===== src/rtl/core/rhht_ram.sv =====
// ----------------------------------------------------------------------------
// Generic slot RAM
// One write port and one read port with registered read data.
// ----------------------------------------------------------------------------
module rhht_ram #(
    parameter int unsigned WIDTH = 8,
    parameter int unsigned DEPTH = 64
) (
    input  logic                     aclk,
    input  logic                     wr_en,
    input  logic [$clog2(DEPTH)-1:0] wr_addr,
    input  logic [WIDTH-1:0]         wr_data,
    input  logic [$clog2(DEPTH)-1:0] rd_addr,
    output logic [WIDTH-1:0]         rd_data
);

    logic [WIDTH-1:0] mem_reg [DEPTH];
    logic [WIDTH-1:0] rd_data_reg;

    always_ff @(posedge aclk) begin
        if (wr_en) begin
            mem_reg[wr_addr] <= wr_data;
        end
        rd_data_reg <= mem_reg[rd_addr];
    end

    assign rd_data = rd_data_reg;

endmodule


===== config.mk =====
export PLATFORM = sky130hd
export DESIGN_NAME = rhht_ram
export DESIGN_NICKNAME = d
export VERILOG_FILES = /design/src/rtl/core/rhht_ram.sv
export SDC_FILE = /design/constraint.sdc
export NUM_CORES = 1
export LEC_CHECK = 0
export BUFFER_PORTS_ARGS = -buffer_cell sky130_fd_sc_hd__buf_2
export CORE_MARGIN = 2
export CORE_UTILIZATION = 45
export DETAILED_ROUTE_END_ITERATION = 8
export PLACE_DENSITY = 0.69
export SYNTH_ARGS = -nofsm -noshare
export SYNTH_HDL_FRONTEND = slang
export SYNTH_SLANG_ARGS = --single-unit

===== constraint.sdc =====
create_clock -name aclk -period 2.4 [get_ports aclk]
set_input_delay 0.24 -clock aclk [delete_from_list [all_inputs] [get_ports aclk]]
set_output_delay 0.24 -clock aclk [all_outputs]
set_load 0.01 [all_outputs]

==> flow_summary.ini <==
[run_status]
status = completed

[synth]
synth_edf_count = 512
syn_inst = 940
synth_compound_area_share_pct = 2.07
synth_top_family_by_area = multiplexers
synth_mux_area_share_pct = 15.9
ys_seq_area_share_pct = 77.0
yosys.area_share.simple_pct = 3.39
synth_area_sq_um = 20200
syn-num-nets = 962
ys_types = 40
synth-seq-cells = 520
synth_fa_ha_area_share_pct = 0
avgSynthCellArea_sq_um = 21.5
synth_xor_area_share_pct = 0
ys.flop_type = edfxtp_1
async_flop_share_pct = 0
yosys_warnings = 0

[timing]
rsz0062_at_grt = no
fmax_ghz = 0.481
final.setup.worst_slack_ns = 0.321
hold_slack_ns = 0.109
worst_pin_slew_ns = 0.937
skew_ns = 0.0175
finalSetupTns_ns = 0
period_minus_slack_ns = 2.08
hold_viol = 0
slew_headroom_pct = 37.6
setup_viol = 0
maxSlewViolCount = 0
period_share_pct = 86.6

[min_path]
hold_class = input pin to flip-flop
hold_path_end = rd_data[1]
min_path_cells = 3
min_from = rd_addr[5]

[floorplanning]
core_sq_um = 44200
die-height_um = 216
ios = 30
initial_core_util_pct = 45.6
rows = 77
fp.dieW_um = 216
dieArea_sq_um = 46500

[pwr]
combPwrFrac_pct = 5.2
internal_power_w = 0.0147
total_power_w = 0.0186
clkPwrFrac_pct = 40.4
vdd_drop_max_uv = 424
p_leak_nw = 7.46
p_per_area_nw_per_um2 = 798
seqPwrFrac_pct = 54.4
swShare_pct = 20.5
p_switching_w = 0.00381

[clock_network]
cts_resized = 0
cts_hold_buf = 0
cts_sinks = 520
tritoncts = done
clockRootBuffer = clkbuf_16
cts_buffer_depth = 3
clock_latency_ns = 0.57
clk_pin_slew_ns = 0.06
post_cts_buffers = 0
cts_max_level = 2
numCtsBuffers = 50

[drt]
wl_per_cell_um = 26.0
drc = 0
via_count = 9852
dr.pass1.iters = 5
antenna_left = 0
wl_um = 44400
drtIter0Drc = 1231
viasPerCell = 5.76

[global_routing]
grt_pass1_wl_um = 66100
antenna_found_initial = 2
groute.usage.overall_pct = 19.4
overflow = 0
grt_pass1_vias = 10100
grt_max_degree = 65

[final_layout]
fin_util_pct = 52.6
nFillCells = 3343
largest_reg_flops = 512
final_cell_mix = edfxtp_1 (512), mux4_2 (126), buf_4 (105)
drive_gt1_share_pct = 31.4
mostFrequentLayoutCell = edfxtp_1
syn_to_final_growth_pct = 15.4
multiInputGateArea_sq_um = 4320
antennaDiodeCount = 0
regArea_sq_um = 15500
nNetsFinal = 1105

[worst_setup_path]
rr_endpoint = rd_data[4]
crit_buf_inv = 0
critical-path-top-delay-family = multiplexers
required_ns = 2.84
crit_slowest_cell = mux4_2
critPathMaxStageDelay_ns = 0.50
arrival_ns = 2.51
start_kind = flip-flop
worstPathMaxFanout = 1
regToRegSetupSlack_ns = 0.32
path_cells = mux4_2 -> mux2_2 -> o221a_2 -> nor3_1 -> o32ai_1
critPathKind = flip-flop to flip-flop
r2r_start = mem_reg[21][4]
endpoint_kind = flip-flop
reg2regPathDepth = 5

[place]
port_buffers = 29
dpl.hpwl_um = 28000
gp_congestion = 0.817
dpl_worst_slack_ns = -0.0101

[flow_run]
drv_cap = 0
## kinds of logic after synthesis
group / after synthesis
compound gates: 54
buf+inv: 51
flops: 520
mux: 162
simple gates: 153
## per-layer routing
layer / vias up / track usage [%] / routed length (um) / share of wire (%)
met5: - / 0 / 22 / 0.050
met4: 4 / 7.70 / 1650 / 3.7
met3: 92 / 3.19 / 3530 / 8.0
met2: 427 / 30.9 / 21400 / 48
met1: 5121 / 27.0 / 17800 / 40
li1: 4208 / - / - / -
## synth_stat cells (3+ instances only)
master | instances | area [sq um]
nand2_1 | 19 | 71.3
a221oi_1 | 6 | 52.6
mux4_2 | 126 | 2840
buf_6 | 4 | 45.0
nand3_1 | 13 | 65.1
a22oi_1 | 3 | 22.5
clkbuf_1 | 17 | 63.8
nand3b_1 | 3 | 22.5
buf_4 | 13 | 97.6
a21oi_1 | 3 | 15.0
buf_2 | 11 | 55.1
nor2_1 | 83 | 312
mux2i_1 | 23 | 230
buf_1 | 4 | 15.0
nor2b_1 | 14 | 87.6
edfxtp_1 | 512 | 15400
nor3_1 | 7 | 35.0
nand2b_1 | 7 | 43.8
mux2_2 | 13 | 146
dfxtp_1 | 8 | 160
a211oi_1 | 4 | 30.0
o2111ai_1 | 3 | 26.3
o221ai_1 | 8 | 70.1
o2bb2ai_1 | 3 | 26.3
o22ai_1 | 8 | 50.1
## area by class of cell
cell class / instances / share of cell area (%)
tap: 592 / 3.18
timing repair buffer: 142 / 4.87
clock buffer: 61 / 5.65
multi-input combinational: 369 / 18.5
sequential: 520 / 66.8
clock inverter: 26 / 0.984
## per-stage QoR
| step | instances | cell area, sq um |
|---|---|---|
| after floorplan | 940 | 20200 |
| after global placement | 1623 | 21700 |
| after detailed placement | 1623 | 21700 |
| after CTS | 1710 | 23300 |
| after global routing | 1710 | 23300 |
| final | 1710 | 23300 |
## how the worst max path moves through the flow
stage | startpoint | to | slack [ns] | cells after the start
6_report | mem_reg[21][4] | rd_data[4] | 0.32 | 5
5_1_grt | mem_reg[3][3] | rd_data[3] | 0.21 | 5
4_1_cts | mem_reg[21][4] | rd_data[4] | 0.29 | 5
3_5_place_dp | rd_addr[0] | rd_data[4] | -0.01 | 7
3_3_place_gp | rd_addr[0] | rd_data[3] | -0.03 | 6
2_1_floorplan | rd_addr[1] | rd_data[3] | 0.49 | 7
## tightest hold or removal path, stage by stage
cell and delay, ns:
buf_2 0.22, nand2_1 0.11, o2bb2ai_1 0.06
## power by group through the flow
stage / Clock [W] / Combinational (W) / Sequential (W)
after global routing: 0.00797 / 0.00104 / 0.0101
after floorplan: 0 / 0.000536 / 0.0103
after global placement: 0 / 0.000960 / 0.0103
final: 0.00750 / 0.000970 / 0.0101
after CTS: 0.00761 / 0.000980 / 0.0101
after detailed placement: 0 / 0.000977 / 0.0103
Power figures use the tool's default switching activity.
